[config.mk]
export PLATFORM = sky130hd
export DESIGN_NAME = obfuscated_key_value_extractor_flat
export DESIGN_NICKNAME = d
export VERILOG_FILES = /design/src/design/okve_pkg.sv /design/src/design/okve_if.sv /design/src/design/okve_front.sv /design/src/design/okve_queue.sv /design/src/design/okve_back.sv /design/src/design/obfuscated_key_value_extractor.sv /design/src/flat_wrapper.sv
export VERILOG_INCLUDE_DIRS = /design/src /design/src/design
export SDC_FILE = /design/constraint.sdc
export NUM_CORES = 1
export LEC_CHECK = 0
export BUFFER_PORTS_ARGS = -buffer_cell sky130_fd_sc_hd__buf_2
export CORE_MARGIN = 1
export CORE_UTILIZATION = 59
export DETAILED_ROUTE_END_ITERATION = 10
export PLACE_DENSITY = 0.79
export SLEW_MARGIN = 20
export SYNTH_ARGS = -nofsm -noshare
export SYNTH_HDL_FRONTEND = slang
export SYNTH_SLANG_ARGS = --single-unit
export TNS_END_PERCENT = 10
[constraint.sdc]
create_clock -name clock -period 5.85 [get_ports clock]
set_input_delay 1.17 -clock clock [delete_from_list [all_inputs] [get_ports clock]]
set_output_delay 1.17 -clock clock [all_outputs]
set_load 0.01 [all_outputs]
[src/design/obfuscated_key_value_extractor_defines.svh]
// Assertion macros for the file that carries checks.
`ifndef OBFUSCATED_KEY_VALUE_EXTRACTOR_DEFINES_SVH
`define OBFUSCATED_KEY_VALUE_EXTRACTOR_DEFINES_SVH

`ifndef SYNTHESIS
`define OKVE_ASSERT_IMPLIES(label, clk, rst, ante, cons) \
   label: assert property (@(posedge clk) disable iff (rst) (ante) |-> (cons)) \
      else $error("okve check failed");
`define OKVE_ASSERT_NEXT(label, clk, rst, ante, cons) \
   label: assert property (@(posedge clk) disable iff (rst) (ante) |=> (cons)) \
      else $error("okve check failed");
`else
`define OKVE_ASSERT_IMPLIES(label, clk, rst, ante, cons)
`define OKVE_ASSERT_NEXT(label, clk, rst, ante, cons)
`endif

`endif

[src/design/okve_pkg.sv]
package okve_pkg;

   // Configuration register indexes.
   localparam logic [1:0] CSR_KEY_SEED        = 2'd0;
   localparam logic [1:0] CSR_NAME_CHARS      = 2'd1;
   localparam logic [1:0] CSR_NAME_LENGTH     = 2'd2;
   localparam logic [1:0] CSR_MAX_VALUE_BYTES = 2'd3;

   localparam logic [31:0] SEED_RESET      = 32'h73B5_DBFA;
   localparam logic [63:0] NAME_RESET      = 64'h0000_0000_4145_5241;
   localparam logic [3:0]  NAME_LEN_RESET  = 4'd4;
   localparam logic [8:0]  MAX_BYTES_RESET = 9'd4;

   localparam logic [7:0] CASE_MASK = 8'hDF;
   localparam logic [7:0] CHAR_EQ   = 8'h3D;
   localparam logic [7:0] CHAR_CR   = 8'h0D;
   localparam logic [7:0] CHAR_LF   = 8'h0A;

   // Extraction phases.
   localparam logic [1:0] PH_SEARCH = 2'd0;
   localparam logic [1:0] PH_COPY   = 2'd1;
   localparam logic [1:0] PH_DONE   = 2'd2;

   // Result kinds, equal to the status codes on the result channel.
   localparam logic [1:0] KIND_MORE = 2'd0;
   localparam logic [1:0] KIND_OK   = 2'd1;
   localparam logic [1:0] KIND_FAIL = 2'd2;

   localparam int QDEPTH   = 4;
   localparam int QPTR_W   = 2;
   localparam int QCOUNT_W = 3;

   typedef struct packed {
      logic [7:0] value;
      logic [1:0] kind;
   } entry_type;

   typedef struct packed {
      logic                full;
      logic                empty;
      logic [QCOUNT_W-1:0] count;
   } queue_status_type;

endpackage

[src/design/okve_if.sv]
interface okve_req_if;
   logic       valid;
   logic       ready;
   logic [7:0] cipher_byte;
   logic       first_byte;
   logic       last_byte;

   modport source (output valid, output cipher_byte, output first_byte, output last_byte,
                   input ready);
   modport sink (input valid, input cipher_byte, input first_byte, input last_byte,
                 output ready);
endinterface

interface okve_rsp_if;
   logic       valid;
   logic       ready;
   logic [7:0] value_byte;
   logic       final_res;
   logic [1:0] status;

   modport source (output valid, output value_byte, output final_res, output status,
                   input ready);
   modport sink (input valid, input value_byte, input final_res, input status,
                 output ready);
endinterface

[src/design/okve_front.sv]
module okve_front #(
   parameter int MAX_NAME_CHARS = 8
) (
   input  logic                 clock,
   input  logic                 reset,
   okve_req_if.sink             req_chan,
   input  logic                 csr_we,
   input  logic [1:0]           csr_index,
   input  logic [63:0]          csr_wdata,
   input  logic                 queue_full,
   output logic                 push,
   output okve_pkg::entry_type  push_entry
);

   localparam int NAME_BITS = MAX_NAME_CHARS * 8;
   localparam int IDX_W     = (MAX_NAME_CHARS > 1) ? $clog2(MAX_NAME_CHARS) : 1;

   logic [31:0]          seed_ff;
   logic [NAME_BITS-1:0] name_ff;
   logic [3:0]           name_len_ff;
   logic [8:0]           max_ff;

   logic [31:0] key_ff, key_in, key_eff;
   logic [3:0]  mc_ff, mc_in, mc_eff;
   logic [1:0]  phase_ff, phase_in, phase_eff;
   logic [8:0]  em_ff, em_in, em_eff, em_inc;

   logic [7:0] name_bytes [MAX_NAME_CHARS];
   logic [7:0] name_c, pt, copy_byte;
   logic       take;

   genvar g;
   generate
      for (g = 0; g < MAX_NAME_CHARS; g++) begin : g_name
         assign name_bytes[g] = name_ff[g*8 +: 8];
      end
   endgenerate

   assign req_chan.ready = !queue_full && !reset;
   assign take           = req_chan.valid && req_chan.ready;

   always_comb begin
      key_eff   = req_chan.first_byte ? seed_ff   : key_ff;
      mc_eff    = req_chan.first_byte ? 4'd0      : mc_ff;
      phase_eff = req_chan.first_byte ? okve_pkg::PH_SEARCH : phase_ff;
      em_eff    = req_chan.first_byte ? 9'd0      : em_ff;

      pt = (req_chan.cipher_byte != 8'd0) ? (req_chan.cipher_byte ^ key_eff[7:0]) : 8'd0;
      if (mc_eff < name_len_ff && mc_eff < 4'(MAX_NAME_CHARS)) begin
         name_c = name_bytes[mc_eff[IDX_W-1:0]];
      end else begin
         name_c = 8'd0;
      end
      copy_byte = (pt == okve_pkg::CHAR_CR || pt == okve_pkg::CHAR_LF) ? 8'd0 : pt;
      em_inc    = em_eff + 9'd1;

      key_in     = key_ff;
      mc_in      = mc_ff;
      phase_in   = phase_ff;
      em_in      = em_ff;
      push       = 1'b0;
      push_entry = '{value: 8'd0, kind: okve_pkg::KIND_FAIL};

      if (take) begin
         key_in   = {key_eff[30:0], key_eff[31]};
         mc_in    = mc_eff;
         phase_in = phase_eff;
         em_in    = em_eff;
         unique case (phase_eff)
            okve_pkg::PH_SEARCH: begin
               if (req_chan.cipher_byte != 8'd0 && name_c == 8'd0
                   && pt == okve_pkg::CHAR_EQ) begin
                  if (req_chan.last_byte || max_ff == 9'd0) begin
                     push     = 1'b1;
                     phase_in = okve_pkg::PH_DONE;
                  end else begin
                     phase_in = okve_pkg::PH_COPY;
                     em_in    = 9'd0;
                  end
               end else begin
                  if (req_chan.cipher_byte != 8'd0) begin
                     if (((pt ^ name_c) & okve_pkg::CASE_MASK) == 8'd0) begin
                        mc_in = (mc_eff != 4'hF) ? mc_eff + 4'd1 : mc_eff;
                     end else begin
                        mc_in = 4'd0;
                     end
                  end
                  if (req_chan.last_byte) begin
                     push     = 1'b1;
                     phase_in = okve_pkg::PH_DONE;
                  end
               end
            end
            okve_pkg::PH_COPY: begin
               push  = 1'b1;
               em_in = em_inc;
               if (copy_byte == 8'd0) begin
                  push_entry = '{value: 8'd0, kind: okve_pkg::KIND_OK};
                  phase_in   = okve_pkg::PH_DONE;
               end else if (em_inc >= max_ff || req_chan.last_byte) begin
                  push_entry = '{value: copy_byte, kind: okve_pkg::KIND_FAIL};
                  phase_in   = okve_pkg::PH_DONE;
               end else begin
                  push_entry = '{value: copy_byte, kind: okve_pkg::KIND_MORE};
               end
            end
            default: begin
            end
         endcase
      end
   end

   always_ff @(posedge clock) begin
      if (reset) begin
         seed_ff     <= okve_pkg::SEED_RESET;
         name_ff     <= okve_pkg::NAME_RESET[NAME_BITS-1:0];
         name_len_ff <= okve_pkg::NAME_LEN_RESET;
         max_ff      <= okve_pkg::MAX_BYTES_RESET;
         key_ff      <= okve_pkg::SEED_RESET;
         mc_ff       <= 4'd0;
         phase_ff    <= okve_pkg::PH_SEARCH;
         em_ff       <= 9'd0;
      end else begin
         key_ff   <= key_in;
         mc_ff    <= mc_in;
         phase_ff <= phase_in;
         em_ff    <= em_in;
         if (csr_we) begin
            unique case (csr_index)
               okve_pkg::CSR_KEY_SEED:        seed_ff     <= csr_wdata[31:0];
               okve_pkg::CSR_NAME_CHARS:      name_ff     <= csr_wdata[NAME_BITS-1:0];
               okve_pkg::CSR_NAME_LENGTH:     name_len_ff <= csr_wdata[3:0];
               okve_pkg::CSR_MAX_VALUE_BYTES: max_ff      <= csr_wdata[8:0];
               default: begin
               end
            endcase
         end
      end
   end

endmodule

[src/design/okve_queue.sv]
module okve_queue (
   input  logic                        clock,
   input  logic                        reset,
   input  logic                        push,
   input  okve_pkg::entry_type         push_entry,
   input  logic                        pop,
   output okve_pkg::entry_type         head,
   output okve_pkg::queue_status_type  status
);

   localparam int CW = okve_pkg::QCOUNT_W;
   localparam int PW = okve_pkg::QPTR_W;

   okve_pkg::entry_type entries_ff [okve_pkg::QDEPTH];

   logic [PW-1:0] wr_ptr_ff, rd_ptr_ff;
   logic [CW-1:0] count_ff, count_in;

   assign head         = entries_ff[rd_ptr_ff];
   assign status.count = count_ff;
   assign status.full  = (count_ff == CW'(okve_pkg::QDEPTH));
   assign status.empty = (count_ff == '0);

   always_comb begin
      count_in = count_ff;
      if (push && !pop) begin
         count_in = count_ff + CW'(1);
      end else if (pop && !push) begin
         count_in = count_ff - CW'(1);
      end
   end

   always_ff @(posedge clock) begin
      if (push) begin
         entries_ff[wr_ptr_ff] <= push_entry;
      end
   end

   always_ff @(posedge clock) begin
      if (reset) begin
         wr_ptr_ff <= '0;
         rd_ptr_ff <= '0;
         count_ff  <= '0;
      end else begin
         count_ff <= count_in;
         if (push) begin
            wr_ptr_ff <= wr_ptr_ff + PW'(1);
         end
         if (pop) begin
            rd_ptr_ff <= rd_ptr_ff + PW'(1);
         end
      end
   end

endmodule

[src/design/okve_back.sv]
module okve_back (
   input  logic                 clock,
   input  logic                 reset,
   input  okve_pkg::entry_type  head,
   input  logic                 queue_empty,
   output logic                 pop,
   okve_rsp_if.source           rsp_chan
);

   logic       out_valid_ff, out_valid_in;
   logic [7:0] value_ff;
   logic       final_ff;
   logic [1:0] status_ff;

   assign pop          = !queue_empty && (!out_valid_ff || rsp_chan.ready);
   assign out_valid_in = pop || (out_valid_ff && !rsp_chan.ready);

   assign rsp_chan.valid      = out_valid_ff;
   assign rsp_chan.value_byte = value_ff;
   assign rsp_chan.final_res  = final_ff;
   assign rsp_chan.status     = status_ff;

   always_ff @(posedge clock) begin
      if (reset) begin
         out_valid_ff <= 1'b0;
      end else begin
         out_valid_ff <= out_valid_in;
      end
   end

   // Every kind but "more follows" closes the record.
   always_ff @(posedge clock) begin
      if (pop) begin
         value_ff  <= head.value;
         final_ff  <= (head.kind != okve_pkg::KIND_MORE);
         status_ff <= head.kind;
      end
   end

endmodule

[src/design/obfuscated_key_value_extractor.sv]
// A result reaches the response channel through the queue and the output register: the front
// stage queues it at the edge that accepts the transaction that caused it, and the back stage
// loads it into the output register once that register is empty or its result is taken.
// Throughput: one request transaction per cycle while the queue is not full, set by the key,
// match and copy update in the front stage; a four-entry queue absorbs response stalls.
// Reset is synchronous and active high; it restores every register but queue and output data.
`include "obfuscated_key_value_extractor_defines.svh"

module obfuscated_key_value_extractor #(
   parameter int MAX_NAME_CHARS = 8
) (
   input  logic        clock,
   input  logic        reset,
   okve_req_if.sink    req_chan,
   okve_rsp_if.source  rsp_chan,
   input  logic        csr_we,
   input  logic [1:0]  csr_index,
   input  logic [63:0] csr_wdata
);

   // The front stage owns the rolling key, the name match and the copy counters. It
   // decides for each accepted transaction whether a result is due and queues it. The
   // back stage drains the queue into the output register, so the request side keeps
   // moving while a finished result waits for the consumer.

   logic                        push, pop;
   okve_pkg::entry_type         push_entry, head;
   okve_pkg::queue_status_type  q_status;

   okve_front #(
      .MAX_NAME_CHARS (MAX_NAME_CHARS)
   ) u_front (
      .clock      (clock),
      .reset      (reset),
      .req_chan   (req_chan),
      .csr_we     (csr_we),
      .csr_index  (csr_index),
      .csr_wdata  (csr_wdata),
      .queue_full (q_status.full),
      .push       (push),
      .push_entry (push_entry)
   );

   okve_queue u_queue (
      .clock      (clock),
      .reset      (reset),
      .push       (push),
      .push_entry (push_entry),
      .pop        (pop),
      .head       (head),
      .status     (q_status)
   );

   okve_back u_back (
      .clock       (clock),
      .reset       (reset),
      .head        (head),
      .queue_empty (q_status.empty),
      .pop         (pop),
      .rsp_chan    (rsp_chan)
   );

   // The queue must never be written beyond its depth.
   `OKVE_ASSERT_IMPLIES(a_no_push_full, clock, reset, push, !q_status.full)
   // A successful completion always carries a zero value byte.
   `OKVE_ASSERT_IMPLIES(a_ok_zero, clock, reset, push && push_entry.kind == okve_pkg::KIND_OK,
      push_entry.value == 8'd0)
   // A popped entry must be presented on the response channel in the next cycle.
   `OKVE_ASSERT_NEXT(a_pop_shows, clock, reset, pop, rsp_chan.valid)

endmodule
[src/flat_wrapper.sv]
// flat-port wrapper written by rule: the top's interface ports become plain ports
module obfuscated_key_value_extractor_flat 
#(
   parameter int MAX_NAME_CHARS = 8
)
  (clock, reset, csr_we, csr_index, csr_wdata, req_chan_valid, req_chan_cipher_byte, req_chan_first_byte, req_chan_last_byte, req_chan_ready, rsp_chan_valid, rsp_chan_value_byte, rsp_chan_final_res, rsp_chan_status, rsp_chan_ready);
  okve_req_if req_chan_i ();
  okve_rsp_if rsp_chan_i ();
  input  logic clock;
  input  logic reset;
  input  logic csr_we;
  input  logic [1:0] csr_index;
  input  logic [63:0] csr_wdata;
  input wire logic [$bits(req_chan_i.valid)-1:0] req_chan_valid;
  input wire logic [$bits(req_chan_i.cipher_byte)-1:0] req_chan_cipher_byte;
  input wire logic [$bits(req_chan_i.first_byte)-1:0] req_chan_first_byte;
  input wire logic [$bits(req_chan_i.last_byte)-1:0] req_chan_last_byte;
  output wire logic [$bits(req_chan_i.ready)-1:0] req_chan_ready;
  output wire logic [$bits(rsp_chan_i.valid)-1:0] rsp_chan_valid;
  output wire logic [$bits(rsp_chan_i.value_byte)-1:0] rsp_chan_value_byte;
  output wire logic [$bits(rsp_chan_i.final_res)-1:0] rsp_chan_final_res;
  output wire logic [$bits(rsp_chan_i.status)-1:0] rsp_chan_status;
  input wire logic [$bits(rsp_chan_i.ready)-1:0] rsp_chan_ready;
  assign req_chan_i.valid = req_chan_valid;
  assign req_chan_i.cipher_byte = req_chan_cipher_byte;
  assign req_chan_i.first_byte = req_chan_first_byte;
  assign req_chan_i.last_byte = req_chan_last_byte;
  assign req_chan_ready = req_chan_i.ready;
  assign rsp_chan_valid = rsp_chan_i.valid;
  assign rsp_chan_value_byte = rsp_chan_i.value_byte;
  assign rsp_chan_final_res = rsp_chan_i.final_res;
  assign rsp_chan_status = rsp_chan_i.status;
  assign rsp_chan_i.ready = rsp_chan_ready;
  obfuscated_key_value_extractor #(.MAX_NAME_CHARS(MAX_NAME_CHARS)) u_core (.clock(clock), .reset(reset), .req_chan(req_chan_i), .rsp_chan(rsp_chan_i), .csr_we(csr_we), .csr_index(csr_index), .csr_wdata(csr_wdata));
endmodule
* After elaboration in Yosys (flattened, before gate mapping)
Memories as Yosys holds them, arrays and structs flattened. A register that Yosys moved wholly into a read port is not among the register bits. Index checks and enable logic that the tools add are counted.
Word-level totals: register bits after elaboration 175, memories 1, output and inout bits 13, input port bits 81, word-level logic and storage cells 112, bits in writable memories 40
Cells by class: bitwise operators 3, magnitude comparators 4, eq/ne operators 9, add/subtract/negate cells 6, reduce and logical (&&, ||, !) cells 35, muxes and demuxes 39
Memory list:
- u_core.u_queue.entries_ff | words 4, bits a word 10, read ports 1, clocked after Yosys merged registers in 1, write ports 1, RTL line okve_queue.sv:14 | okve_pkg::entry_type entries_ff [okve_pkg::QDEPTH];
Operator list (count):
- two-way mux 8 bit | 5
- two-way mux 32 bit | 1
- two-way mux 10 bit | 3
- two-way mux 9 bit | 3
- binary-select mux 8 bit (select 3 bit) | 1
- zero test 8 bit | 3
- two-way mux 4 bit | 6
- two-way mux 2 bit | 9
- case mux 9 bit (2 select lines) | 1
- == test 8 x 4 -> 1 bit, second input constant | 2
- bitwise XOR 8 bit | 2
- adder 9 x 1 -> 9 bit, second input constant | 1
- >= comparator 9 bit | 1
- logical AND 1 bit | 9
- zero test 9 bit | 1
- == test 8 x 6 -> 1 bit, second input constant | 1
- AND reduction 2 bit | 4
- nonzero test 8 bit | 1
- zero test 1 bit | 7
- two-way mux 1 bit | 6
- two-way mux 3 bit | 2
- logical OR 1 bit | 5
- adder 2 x 1 -> 2 bit, second input constant | 2
- adder 4 x 1 -> 4 bit, second input constant | 1
- other kinds (15) | 19

* Longest topological paths before layout
depth after elaboration 16, gate-level depth with buffers 19, gate-level depth less buffers 15

* Modules after synthesis
A second synthesis with hierarchy kept.
Second synthesis, totals: cell total of the unflattened synthesis 1041, area, all modules 9774.4 um2
By module, submodules not included:
- okve_front | times used 1, cells an instance 929, area each 7509.7 um2, seq. area each 3123.0 um2
- okve_queue | times used 1, cells an instance 96, area each 1871.8 um2, seq. area each 1381.3 um2
- okve_back | times used 1, cells an instance 16, area each 392.9 um2, seq. area each 350.3 um2

* Least setup slack after synthesis
Ideal clock, no wire load.
kind input-to-reg, start point input port req_chan_first_byte, end point memory u_core.u_queue.entries_ff[0][1] (netlist name) (data pin), setup slack 1430 ps, buffers on the path 5, arrival 4094 ps, library setup time 326 ps, stages on the path 18, cells stage by stage buf_6 buf_6 buf_2 buf_1 clkbuf_1 nor2b_1 ha_1 nand2_1 nor2_1 nand3_1 xnor2_1 nor2_1 ha_1 or4_1 a21oi_1 o21ai_0 o31ai_1 o21ai_0
RTL lines:
- start: declaration | RTL line flat_wrapper.sv:16 | input wire logic [$bits(req_chan_i.first_byte)-1:0] req_chan_first_byte;
- end: declaration | RTL line okve_queue.sv:14

* Final worst setup path
start point input port req_chan_first_byte, end point register u_core.u_queue.count_ff[2]
Between the ends: cells in the longest elaborated chain, start to end 15, elaborated cells on any way between the ends 27, classes of those cells order compare (2); eq/ne (2); mux (12); bitwise (2); reduce/logical (9)
Ends and longest elaborated chain:
- two-way mux 4 bit | RTL line okve_front.sv:44 | mc_eff = req_chan.first_byte ? 4'd0 : mc_ff;
- inverter 3 -> 4 bit (not written as such) | RTL line okve_front.sv:50 | name_c = name_bytes[mc_eff[IDX_W-1:0]];
- binary-select mux 8 bit (select 3 bit) | RTL line okve_front.sv:50
- two-way mux 8 bit (not written as such) (2 in a row) | RTL line okve_front.sv:50
- two-way mux 8 bit | RTL line okve_front.sv:49 | if (mc_eff < name_len_ff && mc_eff < 4'(MAX_NAME_CHARS)) begin
- zero test 8 bit | RTL line okve_front.sv:71 | if (req_chan.cipher_byte != 8'd0 && name_c == 8'd0
- logical AND 1 bit | RTL line okve_front.sv:71
- logical AND 1 bit | RTL line okve_front.sv:72 | && pt == okve_pkg::CHAR_EQ) begin
- two-way mux 1 bit | RTL line okve_front.sv:71
- case mux 1 bit (2 select lines) (*) | RTL line okve_front.sv:69 | unique case (phase_eff)
- two-way mux 1 bit (*) | RTL line okve_front.sv:64 | if (take) begin
- via u_core.push | RTL line obfuscated_key_value_extractor.sv:26 | logic push, pop;
- zero test 1 bit | RTL line okve_queue.sv:28 | end else if (pop && !push) begin
- logical AND 1 bit | RTL line okve_queue.sv:28
- nonzero test 2 bit (no line)
- end signal: assignment | RTL line okve_queue.sv:45 | count_ff <= count_in;
- end: declaration | RTL line okve_queue.sv:17 | logic [CW-1:0] count_ff, count_in;
The timed path passes the listed nets; every way through them passes the cells marked *. The select of a mux whose other input is x is not followed. A chain may end at the register's enable or synchronous reset.

==> run_results.csv <==
group,metric,value,unit
outcome,status,"completed",
die,die_width,131,um
finish,nFillCells,1300,
finish,drive_gt1_share,15.5,%
critical_path,cp.required,6270,ps
yosys,synth.area.top_cells,"dfxtp_1 (34%), edfxtp_1 (16%), nand2_1 (9.2%)",
sta,max_freq,0.219,GHz
critical_path,regToRegStartpoint,"u_core.u_front.mc_ff[1]",
hold_path,hp-start,"u_core.u_front.name_ff[56]",
drt,drt_wl_total,22.5,mm
drt,post_drt_wl_per_cell,16.6,um
finish,synthToLayoutAreaGrowth,12.9,%
critical_path,r2r_cells,12,
drt,drt_pass1_iterations,5,
die,die_area,17200,um2
power,ir_worst_vdd,248,uV
yosys,ys_async_sr_fraction,0,%
yosys,synth_common_cells,"nand2_1 (241), dfxtp_1 (166), a21oi_1 (114), edfxtp_1 (51), nor2_1 (50)",
placed_design,placed_cell_area,10400,um2
critical_path,critPathKind,"input port to register",
run,maxCapViolations,0,
clock_tree,cts.sinks,217,
hold_path,whs_path_depth,2,
die,die_h,131,um
critical_path,r2r-end,"u_core.u_queue.count_ff[2]",
finish,finalNetCount,1230,
sta,finalCriticalPeriod,4570,ps
sta,slew_headroom,29.2,%
clock_tree,cts_resized,0,
sta,final_max_slew_viol_count,0,
yosys,syn_nets,1169,
clock_tree,cts_made_buffers,22,
clock_tree,ctsLongestPathBuffers,3,
die,start_util,61.2,%
finish,num_antenna_cells,0,
power,leakagePower,4.28,nW
clock_tree,root_buffer,"clkbuf_16",
grt,antenna_found_initial,0,
critical_path,worstSetupStartpoint,"req_chan_first_byte",
yosys,synth_top_area_share,33.7,%
power,pwr_density_cell,340,nW/um2
finish,final_cell_area,11100,um2
clock_tree,hold_buffers,0,
yosys,synth_top_family_by_area,"simple AND/OR/NAND/NOR gates",
sta,tightestPinTransition,1060,ps
critical_path,cp.arrival,4990,ps
yosys,synth_warnings,0,
yosys,yosys.area_share.simple,19.9,%
yosys,synthCells,1069,
critical_path,cp-end-kind,"register",
yosys,synthDistinctLibCells,74,
yosys,synth-xor-area-share,2.73,%
yosys,syn_area_per_cell,9.23,um2
yosys,ys_seq_elements,217,
sta,post-route-period-util,78.0,%
drt,vias,7905,
drt,routed_via_density,5.81,
sta,setup-tns-final,0,ps
yosys,synthMuxAreaShare,8.88,%
yosys,synth_compound_area_share,12.7,%
yosys,synth.most_common_cell,"nand2_1",
yosys,yosysTopAreaCell,"dfxtp_1",
critical_path,reg2reg_setup_slack,1460,ps
yosys,yosysSeqAreaShare,49.2,%
placed_design,place_ws,841,ps
grt,grt-ovfl-total,0,
critical_path,crit_fanout,72,
yosys,synth_adder_area_share,2.49,%
die,rows,46,
die,core_area,16100,um2
hold_path,min_delay_worst_endpoint,"u_core.u_front.name_ff[56]",
clock_tree,clk_latency,500,ps
drt,drtAntennaViolNets,0,
drt,drtIter0Drc,552,
finish,post-route-util,69.1,%
sta,setup_viol,0,
yosys,synth_area,9870,um2
placed_design,io_buffer_count,93,
clock_tree,postCtsSetupRepairBufs,0,
drt,drc,0,
sta,finalClockSkew,17.2,ps
clock_tree,cts_tree,"done",
grt,grt_pass1_wl,37.1,mm
yosys,ys.flop_type,"dfxtp_1",
grt,grt_pass1_vias,7641,
yosys,synth_edf_count,51,
placed_design,gp_congestion,0.889,
grt,grt_usage,26.3,%
sta,rsz0062_at_grt,"no",
critical_path,critPathLaunchType,"input port",
clock_tree,clk_pin_slew_worst_paths,60,ps
grt,grt_max_degree,73,
die,pin_count,94,
placed_design,place_hpwl,15.4,mm
sta,fin_ws,1280,ps
clock_tree,htree_levels,1,
sta,hold_violations,0,
hold_path,min_path_type,"register to register",
area by class of cell:
| cell class | instances | area (um2) | area share [%] |
|---|---|---|---|
| well taps | 216 | 270 | 2.43 |
| clock buffers | 32 | 639 | 5.74 |
| clock inverters | 7 | 90.1 | 0.809 |
| repair buffers | 103 | 556 | 4.99 |
| inverters | 29 | 109 | 0.977 |
| flip-flops and latches | 217 | 4850 | 43.6 |
| multi-input cells | 757 | 4620 | 41.5 |
worst max-delay path by stage:
stage          slack, ps                              end  cells past startpoint
4_1_cts             1340       u_core.u_queue.count_ff[2]                     15
6_report            1280       u_core.u_queue.count_ff[2]                     15
3_5_place_dp         840       u_core.u_queue.count_ff[2]                     15
2_1_floorplan       1430  u_core.u_queue.entries_ff[0][1]                     18
3_3_place_gp         930       u_core.u_queue.count_ff[2]                     15
5_1_grt             1030       u_core.u_queue.count_ff[2]                     15
registers in the layout (all words and copies together) (netlist names), named ones only:
signal                             flops
u_core.u_front.name_ff                64
u_core.u_queue.entries_ff             40
u_core.u_front.key_ff                 32
u_core.u_front.seed_ff                32
u_core.u_front.em_ff                   9
u_core.u_front.max_ff                  9
u_core.u_back.rsp_chan.value_byte      8
u_core.u_front.mc_ff                   4
u_core.u_front.name_len_ff             4
u_core.u_queue.count_ff                3
u_core.u_back.rsp_chan.status          2
u_core.u_front.phase_ff                2
u_core.u_queue.rd_ptr_ff               2
u_core.u_queue.wr_ptr_ff               2
u_core.u_back.rsp_chan.final_res       1
u_core.u_back.rsp_chan.valid           1
logic make-up after synthesis:
logic type | Yosys count
fa+ha+maj | 19
xor+xnor | 29
simple gates | 435
flops | 217
compound gates | 207
mux | 67
buf+inv | 95
stage by stage:
| step | hold WS (ps) | std cells | power [mW] |
|---|---|---|---|
| finish | 455 | 1361 | 3.79 |
| global route | 468 | 1361 | 3.95 |
| CTS | 453 | 1361 | 3.80 |
| detailed placement | 445 | 1322 | 2.40 |
| global placement | 442 | 1322 | 2.38 |
| floorplan | 432 | 1069 | 2.21 |
routing by layer:
layer	part of all wire, %	GRT usage [%]
met1	42	32.6
met4	4.7	12.3
met2	49	45.5
met3	4.8	3.28
met5	0	0
critical path, cell delays in order:
cell and delay (ps):
buf_2 170, buf_12 360, nor2b_1 80, mux4_2 470
o221ai_1 320, nand2_1 150, o31ai_2 370, a31oi_1 240
a21boi_4 280, ha_1 230, inv_1 70, fa_1 430
xor2_1 170, or3_1 300, a21oi_1 140
where the power goes:
group,leakage (nW),switching [mW],internal [mW]
Sequential,1.84,0.0988,1.69
Clock,0.354,0.565,0.847
Combinational,2.09,0.336,0.257
Total,4.28,0.999,2.79
placed cells by master (no fill, tap or decap), types with 3 or more instances in the layout:
cell type  count
mux2i_1       49
a21oi_1      114
o221ai_1       4
o21ai_0       32
nand2b_1       9
xor2_1        10
a31o_2         3
edfxtp_1      51
nand2_1      241
dfxtp_1      166
nor2_1        50
ha_1          18
nand3b_1       4
o31ai_1        3
buf_2         92
o21a_1         3
o22ai_1        3
a21o_1         4
mux4_2        16
or2_2          4
nor3_1        28
clkbuf_8       3
a31oi_1        5
clkbuf_1       6
nor2b_1       16
clkbuf_16     23
a2bb2oi_1      4
and2_1         6
nand3_1       44
xnor2_1       17
buf_4         10
nor4_1         7
nor4b_1        4
a211oi_1      12
inv_1         28
Note: power is estimated with default switching activity, not from simulation.
